$ cat src/hw/rtl/homogeneous_matrix_transform_top_macros.svh
// Assertion helpers, clocked on clk and disabled in reset.
`ifndef HOMOGENEOUS_MATRIX_TRANSFORM_TOP_MACROS_SVH
`define HOMOGENEOUS_MATRIX_TRANSFORM_TOP_MACROS_SVH

// same-cycle implication
`define HMT_ASSERT_SAME(label, ante, cons, msg) \
  label: assert property (@(posedge clk) disable iff (rst) (ante) |-> (cons)) \
    else $error(msg);

// next-cycle implication
`define HMT_ASSERT_NEXT(label, ante, cons, msg) \
  label: assert property (@(posedge clk) disable iff (rst) (ante) |=> (cons)) \
    else $error(msg);

`endif

$ cat src/hw/rtl/hmt_pkg.sv
package hmt_pkg;

  localparam int FRAC_BITS = 16;
  localparam int WORD_BITS = 32;
  localparam int PROD_BITS = 2 * WORD_BITS;
  localparam int SH_BITS   = PROD_BITS - FRAC_BITS;
  localparam int ACC_BITS  = WORD_BITS + 2;

  localparam int IN_DATA_BITS  = ((4 + 4 * WORD_BITS + 7) / 8) * 8;
  localparam int OUT_DATA_BITS = 4 * WORD_BITS;

  typedef logic signed [WORD_BITS-1:0] word_t;
  typedef logic signed [PROD_BITS-1:0] prod_t;
  typedef logic signed [SH_BITS-1:0]   shifted_t;
  typedef logic signed [ACC_BITS-1:0]  acc_t;

  typedef enum logic [2:0] {
    KIND_WR_CUR = 3'd0,
    KIND_WR_OPD = 3'd1,
    KIND_COMPOSE = 3'd2,
    KIND_XFORM = 3'd3,
    KIND_IDENT = 3'd4,
    KIND_SCALE = 3'd5,
    KIND_USCALE = 3'd6,
    KIND_TRANS = 3'd7
  } kind_t;

  localparam word_t UNIT = word_t'(1 << FRAC_BITS);

  typedef struct packed {
    logic       vld;
    logic       first;
    logic       last;
    logic       fin;
    logic [1:0] col;
    logic [1:0] row;
  } mac_tag_t;

  typedef struct packed {
    logic       vld;
    logic       fin;
    logic [1:0] col;
    logic [1:0] row;
    word_t      val;
  } mac_res_t;

  typedef struct packed {
    logic       ident;
    logic       wr_cur;
    logic       wr_opd;
    logic [3:0] idx;
    word_t      val;
    logic       row_wr;
    logic [1:0] row;
  } mat_cmd_t;

  function automatic word_t sat_shifted(shifted_t v);
    if ((&v[SH_BITS-1:WORD_BITS-1]) || !(|v[SH_BITS-1:WORD_BITS-1]))
      return v[WORD_BITS-1:0];
    return {v[SH_BITS-1], {(WORD_BITS-1){~v[SH_BITS-1]}}};
  endfunction

  function automatic word_t sat_acc(acc_t v);
    if ((&v[ACC_BITS-1:WORD_BITS-1]) || !(|v[ACC_BITS-1:WORD_BITS-1]))
      return v[WORD_BITS-1:0];
    return {v[ACC_BITS-1], {(WORD_BITS-1){~v[ACC_BITS-1]}}};
  endfunction

  function automatic logic is_diag(logic [3:0] idx);
    return idx[1:0] == idx[3:2];
  endfunction

  // right-hand matrix of scale / uniform scale / translate
  function automatic word_t aux_elem(kind_t kind, logic [3:0] idx,
                                     word_t x, word_t y, word_t z);
    word_t e;
    e = is_diag(idx) ? UNIT : '0;
    if (kind == KIND_TRANS) begin
      if (idx == 4'd12) e = x;
      if (idx == 4'd13) e = y;
      if (idx == 4'd14) e = z;
    end else begin
      if (idx == 4'd0) e = x;
      if (idx == 4'd5) e = (kind == KIND_SCALE) ? y : x;
      if (idx == 4'd10) e = (kind == KIND_SCALE) ? z : x;
    end
    return e;
  endfunction

endpackage

$ cat src/hw/rtl/hmt_mat.sv
module hmt_mat (
  input  logic              clk,
  input  logic              rst,
  input  hmt_pkg::mat_cmd_t cmd,
  input  hmt_pkg::word_t    row_val [4],
  input  logic [3:0]        cur_addr,
  input  logic [3:0]        opd_addr,
  output hmt_pkg::word_t    cur_rd,
  output hmt_pkg::word_t    opd_rd
);
  import hmt_pkg::*;

  word_t cur [16];
  word_t opd [16];

  assign cur_rd = cur[cur_addr];
  assign opd_rd = opd[opd_addr];

  always_ff @(posedge clk) begin
    if (rst) begin
      for (int i = 0; i < 16; i++) begin
        cur[i] <= is_diag(4'(i)) ? UNIT : '0;
        opd[i] <= is_diag(4'(i)) ? UNIT : '0;
      end
    end else begin
      if (cmd.ident) begin
        for (int i = 0; i < 16; i++) begin
          cur[i] <= is_diag(4'(i)) ? UNIT : '0;
        end
      end
      if (cmd.wr_cur) begin
        cur[cmd.idx] <= cmd.val;
      end
      if (cmd.wr_opd) begin
        opd[cmd.idx] <= cmd.val;
      end
      if (cmd.row_wr) begin
        for (int c = 0; c < 4; c++) begin
          cur[{cmd.row, 2'(c)}] <= row_val[c];
        end
      end
    end
  end

endmodule
$ cat config.mk
export PLATFORM = sky130hd
export DESIGN_NAME = hmt_mat
export DESIGN_NICKNAME = d
export VERILOG_FILES = /design/src/hw/rtl/homogeneous_matrix_transform_top_macros.svh /design/src/hw/rtl/hmt_pkg.sv /design/src/hw/rtl/hmt_mat.sv
export SDC_FILE = /design/constraint.sdc
export NUM_CORES = 2
export LEC_CHECK = 0
export BUFFER_PORTS_ARGS = -buffer_cell sky130_fd_sc_hd__buf_4
export CORE_MARGIN = 8
export CORE_UTILIZATION = 48
export CTS_CLUSTER_DIAMETER = 30
export DETAILED_ROUTE_END_ITERATION = 12
export GPL_ROUTABILITY_DRIVEN = 0
export PLACE_DENSITY = 0.7
export SKIP_CTS_REPAIR_TIMING = 1
export SLEW_MARGIN = 20
export SYNTH_ARGS = -nofsm -noshare
export SYNTH_HDL_FRONTEND = slang
export SYNTH_SLANG_ARGS = --single-unit
$ cat constraint.sdc
create_clock -name clk -period 7.86 [get_ports clk]
set_input_delay 1.179 -clock clk [delete_from_list [all_inputs] [get_ports clk]]
set_output_delay 1.179 -clock clk [all_outputs]
set_load 0.05 [all_outputs]
==> results by group <==
Setup path
  – Req. time, crit path: 6.68 ns
  – Critical path class: primary input to primary output
  – Crit path to: opd_rd[14]
  – CP cell instances: buf_8, buf_4, mux4_2, a22oi_1, nand2_1, buf_4
  – Critical Path AT: 3.69 ns
  – Family with the most delay on the worst path: buffers and inverters
  – Max stage delay on crit path: 0.66 ns
  – Crit-path max FO: 67
  – Startpoint Class: primary input
  – Slowest CP cell: buf_4
  – Worst path depth: 6
  – Crit end category: primary output
  – CP bufs+invs: 3
  – Cell mode on critical path: buf_4
  – CP Launch Point: opd_addr[0]

STA
  – RSZ-0062 raised after global routing: no
  – Final Critical Period: 4.87 ns
  – Transition time of the tightest slew-check pin: 1.15 ns
  – Relative slew slack: 23.0%
  – Final period util: 62.0%
  – Fin Setup TNS: 0 ns
  – Max-slew violations: 0
  – FMAX: 0.205 GHz
  – Final setup fails: 0
  – Final hold violation count: 0

Status
  – Status: finished clean

Clock tree
  – H-tree depth: 4
  – Root Driver: clkbuf_16
  – CTS Buf Count: 191
  – Clock Tree Buf Depth: 3
  – CTS tree: done
  – Sink Count: 1024
  – Reg clk slew, reported paths: 0.06 ns

Layout
  – Ratio of cells with drive above 1 in the final layout: 25.0%
  – Area Growth Syn to Fin: 21.0%
  – Final core utilization: 58.7%
  – Fillers: 7364
  – Nets@finish: 3924

Yosys
  – Post-synth top flop: edfxtp_1
  – #FFs+latches synth: 1024
  – Post-synthesis sequential area ratio: 64.3%
  – Fraction of registers with async set/reset: 0%
  – Synth cell types: 33
  – Cell count after synthesis: 3558
  – Synth warn: 0
  – Synthesized net count: 3738
  – Synth Area per Inst: 13.4 um^2
  – EDFF count, synth: 1024
  – Synthesized area: 0.0478 mm^2

Route
  – Total Wirelength: 157000 um
  – Via density: 6.26
  – Via count: 32700
  – Routed Antenna Nets: 0
  – Drt pass-1 iters: 6
  – Drt wl/cell: 30.1 um
  – First DRT Iteration DRCs: 4830
  – Drt drc: 0

Floorplan
  – Core area: 0.0986 mm^2
  – Ports: 244
  – Row cnt: 115
  – DIE AREA: 0.110 mm^2
  – DIE WIDTH: 332 um
  – Initial core utilization: 48.5%
  – Die Ht: 332 um

Run
  – Max cap viols: 0

Hold path
  – Hold Crit Class: primary input to register
  – Hold depth: 3

Power
  – Pwr per Cell Area: 283 mW/mm^2
  – Peak VDD IR: 0.000214 V
  – Lkg Pwr: 0.0206 uW

Place
  – Post-DP HPWL: 84100 um
  – I/O Buffers: 243

Global routing
  – Pin count of the biggest net entering global routing: 90
  – GRT overflow: 0
  – Number of global-route vias before repair: 33200
  – GRT Total Usage: 27.7%
  – First-pass GRT wire length: 225000 um
  – Initial antenna violation count: 36
-- sequential cells by signal (all words and copies together) (netlist names) --
register	count
cur	512
opd	512
-- worst min path at each step --
stage	startpoint	to	slack [ns]
finish	row_val[47]	cur[10][15]	0.70
global route	row_val[114]	cur[12][18]	0.69
CTS	row_val[122]	cur[0][26]	0.66
detailed placement	row_val[100]	cur[8][4]	1.49
global placement	row_val[106]	cur[0][10]	1.48
floorplan	cmd[19]	opd[10][16]	1.36
-- cells in the mapped netlist, drive strengths merged, types with 3 or more instances --
cell type	number	area, um^2
a22oi	128	961
a31oi	4	25.0
and2	510	3190
buf	51	254
clkbuf	279	1060
edfxtp	1024	30700
inv	5	18.8
mux4	256	5770
nand2	703	2640
nand2b	6	37.5
nor2	15	63.8
nor2b	5	31.3
nor3	4	46.3
o21ai	524	2620
o32a	3	30.0
or2	22	138
or3	3	18.8
-- layer usage --
metal	share of wire [%]	track usage [%]	vias up	wire length (um)
li1	-	-	13600	-
met1	37	36.0	16300	58200
met2	47	44.4	2313	73500
met3	12	7.29	434	18900
met4	4.1	11.2	16	6450
met5	0.066	0	-	103
-- stage by stage --
| step | cells | worst slack, ns | instance area [um^2] | power [uW] | hold slack, ns |
|---|---|---|---|---|---|
| after floorplan | 3558 | 3.23 | 47800 | 7320 | 1.36 |
| after global placement | 4837 | 2.94 | 50900 | 7870 | 1.48 |
| after global routing | 5202 | 2.77 | 57800 | 16700 | 0.690 |
| final | 5217 | 2.99 | 57900 | 16400 | 0.699 |
| after detailed placement | 4837 | 2.95 | 50900 | 7900 | 1.49 |
| after CTS | 5194 | 2.95 | 57800 | 16400 | 0.663 |
-- layout make-up --
class	instances	area (um^2)	share of cell area [%]
Inverter	5	18.8	0.0324
Tap cell	1287	1610	2.78
Antenna cell	22	55.1	0.0951
Sequential cell	1024	30700	53.1
Clock inverter	157	2060	3.57
Timing Repair Buffer	323	2470	4.26
Multi-Input combinational cell	2199	16100	27.8
Clock buffer	200	4810	8.32
-- cells by family after synthesis --
kind of cell / synth area share [%]
flops: 64.3
buf+inv: 2.79
simple gates: 13.2
mux: 12.1
compound gates: 7.63
-- power by group --
part	internal, uW	switching, uW	total, uW
Combinational	447	882	1330
Clock	5500	3080	8580
Sequential	6380	107	6490
-- cells in the final DEF, fill, tap and decap left out, drive strengths merged, types with 29 or more instances in the layout --
cell type,Yosys,final
bufinv,0,29
a22oi,128,128
inv,5,33
clkbuf,279,200
nand2,703,703
edfxtp,1024,1024
mux4,256,256
buf,51,323
and2,510,510
o21ai,524,524
clkinv,0,78
Note: power is estimated with default switching activity, not from simulation.
