--- src/hw/rtl/homogeneous_matrix_transform_top_macros.svh ---
// Assertion helpers, clocked on clk and disabled in reset.
`ifndef HOMOGENEOUS_MATRIX_TRANSFORM_TOP_MACROS_SVH
`define HOMOGENEOUS_MATRIX_TRANSFORM_TOP_MACROS_SVH

// same-cycle implication
`define HMT_ASSERT_SAME(label, ante, cons, msg) \
  label: assert property (@(posedge clk) disable iff (rst) (ante) |-> (cons)) \
    else $error(msg);

// next-cycle implication
`define HMT_ASSERT_NEXT(label, ante, cons, msg) \
  label: assert property (@(posedge clk) disable iff (rst) (ante) |=> (cons)) \
    else $error(msg);

`endif

--- src/hw/rtl/hmt_pkg.sv ---
package hmt_pkg;

  localparam int FRAC_BITS = 16;
  localparam int WORD_BITS = 32;
  localparam int PROD_BITS = 2 * WORD_BITS;
  localparam int SH_BITS   = PROD_BITS - FRAC_BITS;
  localparam int ACC_BITS  = WORD_BITS + 2;

  localparam int IN_DATA_BITS  = ((4 + 4 * WORD_BITS + 7) / 8) * 8;
  localparam int OUT_DATA_BITS = 4 * WORD_BITS;

  typedef logic signed [WORD_BITS-1:0] word_t;
  typedef logic signed [PROD_BITS-1:0] prod_t;
  typedef logic signed [SH_BITS-1:0]   shifted_t;
  typedef logic signed [ACC_BITS-1:0]  acc_t;

  typedef enum logic [2:0] {
    KIND_WR_CUR = 3'd0,
    KIND_WR_OPD = 3'd1,
    KIND_COMPOSE = 3'd2,
    KIND_XFORM = 3'd3,
    KIND_IDENT = 3'd4,
    KIND_SCALE = 3'd5,
    KIND_USCALE = 3'd6,
    KIND_TRANS = 3'd7
  } kind_t;

  localparam word_t UNIT = word_t'(1 << FRAC_BITS);

  typedef struct packed {
    logic       vld;
    logic       first;
    logic       last;
    logic       fin;
    logic [1:0] col;
    logic [1:0] row;
  } mac_tag_t;

  typedef struct packed {
    logic       vld;
    logic       fin;
    logic [1:0] col;
    logic [1:0] row;
    word_t      val;
  } mac_res_t;

  typedef struct packed {
    logic       ident;
    logic       wr_cur;
    logic       wr_opd;
    logic [3:0] idx;
    word_t      val;
    logic       row_wr;
    logic [1:0] row;
  } mat_cmd_t;

  function automatic word_t sat_shifted(shifted_t v);
    if ((&v[SH_BITS-1:WORD_BITS-1]) || !(|v[SH_BITS-1:WORD_BITS-1]))
      return v[WORD_BITS-1:0];
    return {v[SH_BITS-1], {(WORD_BITS-1){~v[SH_BITS-1]}}};
  endfunction

  function automatic word_t sat_acc(acc_t v);
    if ((&v[ACC_BITS-1:WORD_BITS-1]) || !(|v[ACC_BITS-1:WORD_BITS-1]))
      return v[WORD_BITS-1:0];
    return {v[ACC_BITS-1], {(WORD_BITS-1){~v[ACC_BITS-1]}}};
  endfunction

  function automatic logic is_diag(logic [3:0] idx);
    return idx[1:0] == idx[3:2];
  endfunction

  // right-hand matrix of scale / uniform scale / translate
  function automatic word_t aux_elem(kind_t kind, logic [3:0] idx,
                                     word_t x, word_t y, word_t z);
    word_t e;
    e = is_diag(idx) ? UNIT : '0;
    if (kind == KIND_TRANS) begin
      if (idx == 4'd12) e = x;
      if (idx == 4'd13) e = y;
      if (idx == 4'd14) e = z;
    end else begin
      if (idx == 4'd0) e = x;
      if (idx == 4'd5) e = (kind == KIND_SCALE) ? y : x;
      if (idx == 4'd10) e = (kind == KIND_SCALE) ? z : x;
    end
    return e;
  endfunction

endpackage

--- src/hw/rtl/hmt_mac.sv ---
module hmt_mac (
  input  logic              clk,
  input  logic              rst,
  input  hmt_pkg::mac_tag_t tag,
  input  hmt_pkg::word_t    a,
  input  hmt_pkg::word_t    b,
  output hmt_pkg::mac_res_t res
);
  import hmt_pkg::*;

  prod_t    prod;
  mac_tag_t tag1;
  acc_t     acc;
  acc_t     acc_next;
  shifted_t sh;
  word_t    term;

  always_ff @(posedge clk) begin
    prod <= a * b;
    if (rst) begin
      tag1 <= '0;
    end else begin
      tag1 <= tag;
    end
  end

  always_comb begin
    sh = prod[PROD_BITS-1:FRAC_BITS];
    term = sat_shifted(sh);
    acc_next = (tag1.first ? acc_t'(0) : acc) + ACC_BITS'(term);
  end

  always_ff @(posedge clk) begin
    if (tag1.vld) begin
      acc <= acc_next;
    end
    res.fin <= tag1.fin;
    res.col <= tag1.col;
    res.row <= tag1.row;
    res.val <= sat_acc(acc_next);
    if (rst) begin
      res.vld <= 1'b0;
    end else begin
      res.vld <= tag1.vld && tag1.last;
    end
  end

endmodule

--- config.mk ---
export PLATFORM = sky130hd
export DESIGN_NAME = hmt_mac
export DESIGN_NICKNAME = d
export VERILOG_FILES = /design/src/hw/rtl/homogeneous_matrix_transform_top_macros.svh /design/src/hw/rtl/hmt_pkg.sv /design/src/hw/rtl/hmt_mac.sv
export SDC_FILE = /design/constraint.sdc
export NUM_CORES = 2
export LEC_CHECK = 0
export BUFFER_PORTS_ARGS = -buffer_cell sky130_fd_sc_hd__buf_2
export CAP_MARGIN = 20
export CORE_ASPECT_RATIO = 1.1
export CORE_UTILIZATION = 25
export DETAILED_ROUTE_END_ITERATION = 6
export GPL_TIMING_DRIVEN = 0
export PLACE_DENSITY_LB_ADDON = 0.12
export SKIP_CTS_REPAIR_TIMING = 1
export SLEW_MARGIN = 20
export SYNTH_ARGS = -nofsm -noshare
export SYNTH_HDL_FRONTEND = slang
export SYNTH_SLANG_ARGS = --single-unit
export TNS_END_PERCENT = 10
--- constraint.sdc ---
create_clock -name clk -period 21.1 [get_ports clk]
set_input_delay 2.11 -clock clk [delete_from_list [all_inputs] [get_ports clk]]
set_output_delay 2.11 -clock clk [all_outputs]
set_load 0.1 [all_outputs]
==> flow_metrics.tcl <==
set metrics [dict create \
    status "complete, no violations" \
    initial_core_util_pct 25.17 \
    drive_above_1_share_pct 4.083 \
    synth_nets 5728 \
    ys_ff_latch 128 \
    r2r-end "res[5]" \
    dr.pass1.iters 5 \
    vias 29831 \
    netlist_area_um2 41320 \
    layout_common_cells "fa_1, inv_1, nand2_1" \
    yosysWarnings 0 \
    worst_path_max_delay_cell "nor4_1" \
    avgRoutedWirePerCell_um 24.71 \
    hold_end "res[32]" \
    arrival_ps 12200 \
    gp_congestion 0.9369 \
    clockBufferDepth 2 \
    rows 156 \
    drv_slew 0 \
    relSlewSlack_pct 20.75 \
    layout_min_cycle_time_ps 11850 \
    fin_tns_setup_ps 0 \
    grt_pass1_wl_mm 237.2 \
    max_freq_mhz 84.35 \
    grt_pass1_vias 33174 \
    fin_worst_skew_ps 13.85 \
    setup_ws_ps 9245 \
    grt_antenna_before_repair 23 \
    reg2reg_depth 20 \
    die_h_um 428.4 \
    worst_pin_slew_ps 1189 \
    timing.hold.ws_ps 327.2 \
    crit_family "adder cells" \
    post_synth_inst_count 4359 \
    multi_input_area_um2 33760 \
    synth_edf_count 34 \
    port_buffers 111 \
    grt_max_degree 24 \
    path_cells "buf_2 > clkbuf_1 > nand2_1 > fa_1 > fa_1 > inv_1 > fa_1 > fa_1 > fa_1 > fa_1 > fa_1 > fa_1 > ha_1 > clkbuf_2 > nand4_1 > nor4_1 > nand4_1 > o221ai_1 > o31ai_1 > a211oi_1 > nor2_1 > o311ai_0 > a21oi_1 > xnor2_1" \
    crit_path_max_fanout 10 \
    register_area_um2 2904 \
    cts_tree "done" \
    grt_overflow 0 \
    die-width_um 389.7 \
    ant_nets 0 \
    endpoint_kind "flop" \
    syn_avg_cell_area_um2 9.480 \
    reg2reg_slack_ps 15110 \
    reg2reg_from "prod[48]" \
    worst_ep_required_time_ps 21440 \
    place_ws_ps 8828 \
    drt_wl_total_mm 166.2 \
    hp-class "flop to flop" \
    placed_cells 6686 \
    start_kind "input pin" \
    dp_hpwl_mm 148.1 \
    die-area_um2 166900 \
    route.detailed.drc 0 \
    via_per_inst 4.435 \
    clock_latency_ps 460 \
    hp-start "tag1[0]" \
    area_growth_syn_to_layout_pct 9.698 \
    setup_viol_count_final 0 \
    final_nets 5863 \
    rsz0062_at_grt "false" \
    final_common_cell "fa_1" \
    cts_max_level 4 \
    maxCapViolCount 0 \
    coreArea_um2 164200 \
    synthArstFlopShare_pct 0 \
    cts-root-buf "clkbuf_16" \
    synthFlopType "dfxtp_1" \
    cts_made_buffers 17 \
    path_class "input pin to flop" \
    clk_pin_slew_ps 70 \
    clock_sinks 128 \
    io-pin-count 112 \
    period_share_pct 56.18 \
    drt-initial-drc-count 1567 \
    hold_viol_final 0 \
    slowest_delay_ps 1020 \
    ys_seq_area_share_pct 7.024 \
    grtUsageTotal_pct 20.18 \
    cp_num_buf_inv 4 \
    fillers 17869 \
    whs_path_depth 0 \
    fin_cells 6726 \
    synth_cell_types 67 \
    crit_top_cell "fa_1" \
]
[stage by stage]
step	utilization, %	instance area, um^2
after CTS	27.60	45300
after global routing	27.61	45310
after floorplan	-	41320
final	27.62	45330
after detailed placement	27.24	44710
after global placement	27.20	44650
[Yosys cell counts (9+ instances only)]
| library cell | instances | share of area [%] |
|---|---|---|
| ha_1 | 213 | 6.4 |
| xnor2_1 | 63 | 1.3 |
| nor4_1 | 11 | 0.17 |
| xor2_1 | 29 | 0.61 |
| dfxtp_1 | 94 | 4.6 |
| clkbuf_1 | 209 | 1.9 |
| nand2_1 | 540 | 4.9 |
| fa_1 | 1082 | 52 |
| nor2b_1 | 73 | 1.1 |
| o21ai_0 | 98 | 1.2 |
| a211oi_1 | 12 | 0.22 |
| nand4_1 | 24 | 0.36 |
| and3_1 | 10 | 0.15 |
| and2_1 | 517 | 7.8 |
| edfxtp_1 | 34 | 2.5 |
| a21oi_1 | 73 | 0.88 |
| nand3_1 | 14 | 0.17 |
| o21bai_1 | 11 | 0.20 |
| nor3_1 | 19 | 0.23 |
| nand2b_1 | 11 | 0.17 |
| o21a_1 | 9 | 0.16 |
| a21o_1 | 51 | 0.93 |
| inv_1 | 1018 | 9.2 |
| nor2_1 | 46 | 0.42 |
[sequential cells by signal (all words and copies together), names as in the netlist]
name,count
acc,34
res,38
tag1,8
prod,48
[metal layers]
layer / share of wire (%) / vias up / wire length [um] / track usage, %
li1: - / 12999 / - / -
met1: 40 / 16109 / 66670 / 24.46
met2: 53 / 560 / 88340 / 37.23
met3: 3.1 / 153 / 5209 / 1.925
met4: 3.5 / 10 / 5884 / 6.209
met5: 0.036 / - / 60 / 0
[kinds of logic after synthesis]
kind of cell / Yosys count / synth area share [%]
xor gates and xnor gates: 92 / 1.950
buffers and inverters: 1239 / 11.30
DFF: 128 / 7.024
adders and majority gates: 1295 / 58.87
and+or+nand+nor: 1275 / 15.68
muxes: 4 / 0.1060
AOI/OAI and AO/OA: 326 / 5.072
[cell type report]
type	count	share of cell area (%)
inverters	1018	8.429
clock buffers	19	1.002
clock inverters	13	0.2981
plain buffers	221	1.882
diodes	7	0.03864
flip-flops and latches	128	6.406
repair buffers	116	1.361
well taps	2212	6.105
multi-input cells	2992	74.48
[how the worst max path moves through the flow]
stage,from,slack (ps),depth (start not counted),end
floorplan,b[2],11820,23,prod[56]
global placement,b[2],8680,24,prod[56]
detailed placement,b[2],8830,24,prod[56]
CTS,b[2],9310,24,prod[56]
global route,b[2],9010,24,prod[56]
finish,a[17],9250,24,prod[56]
Power is left out: the tool's default activity adds up to more than one toggle a clock period on the data nets, which glitch-free logic cannot reach.
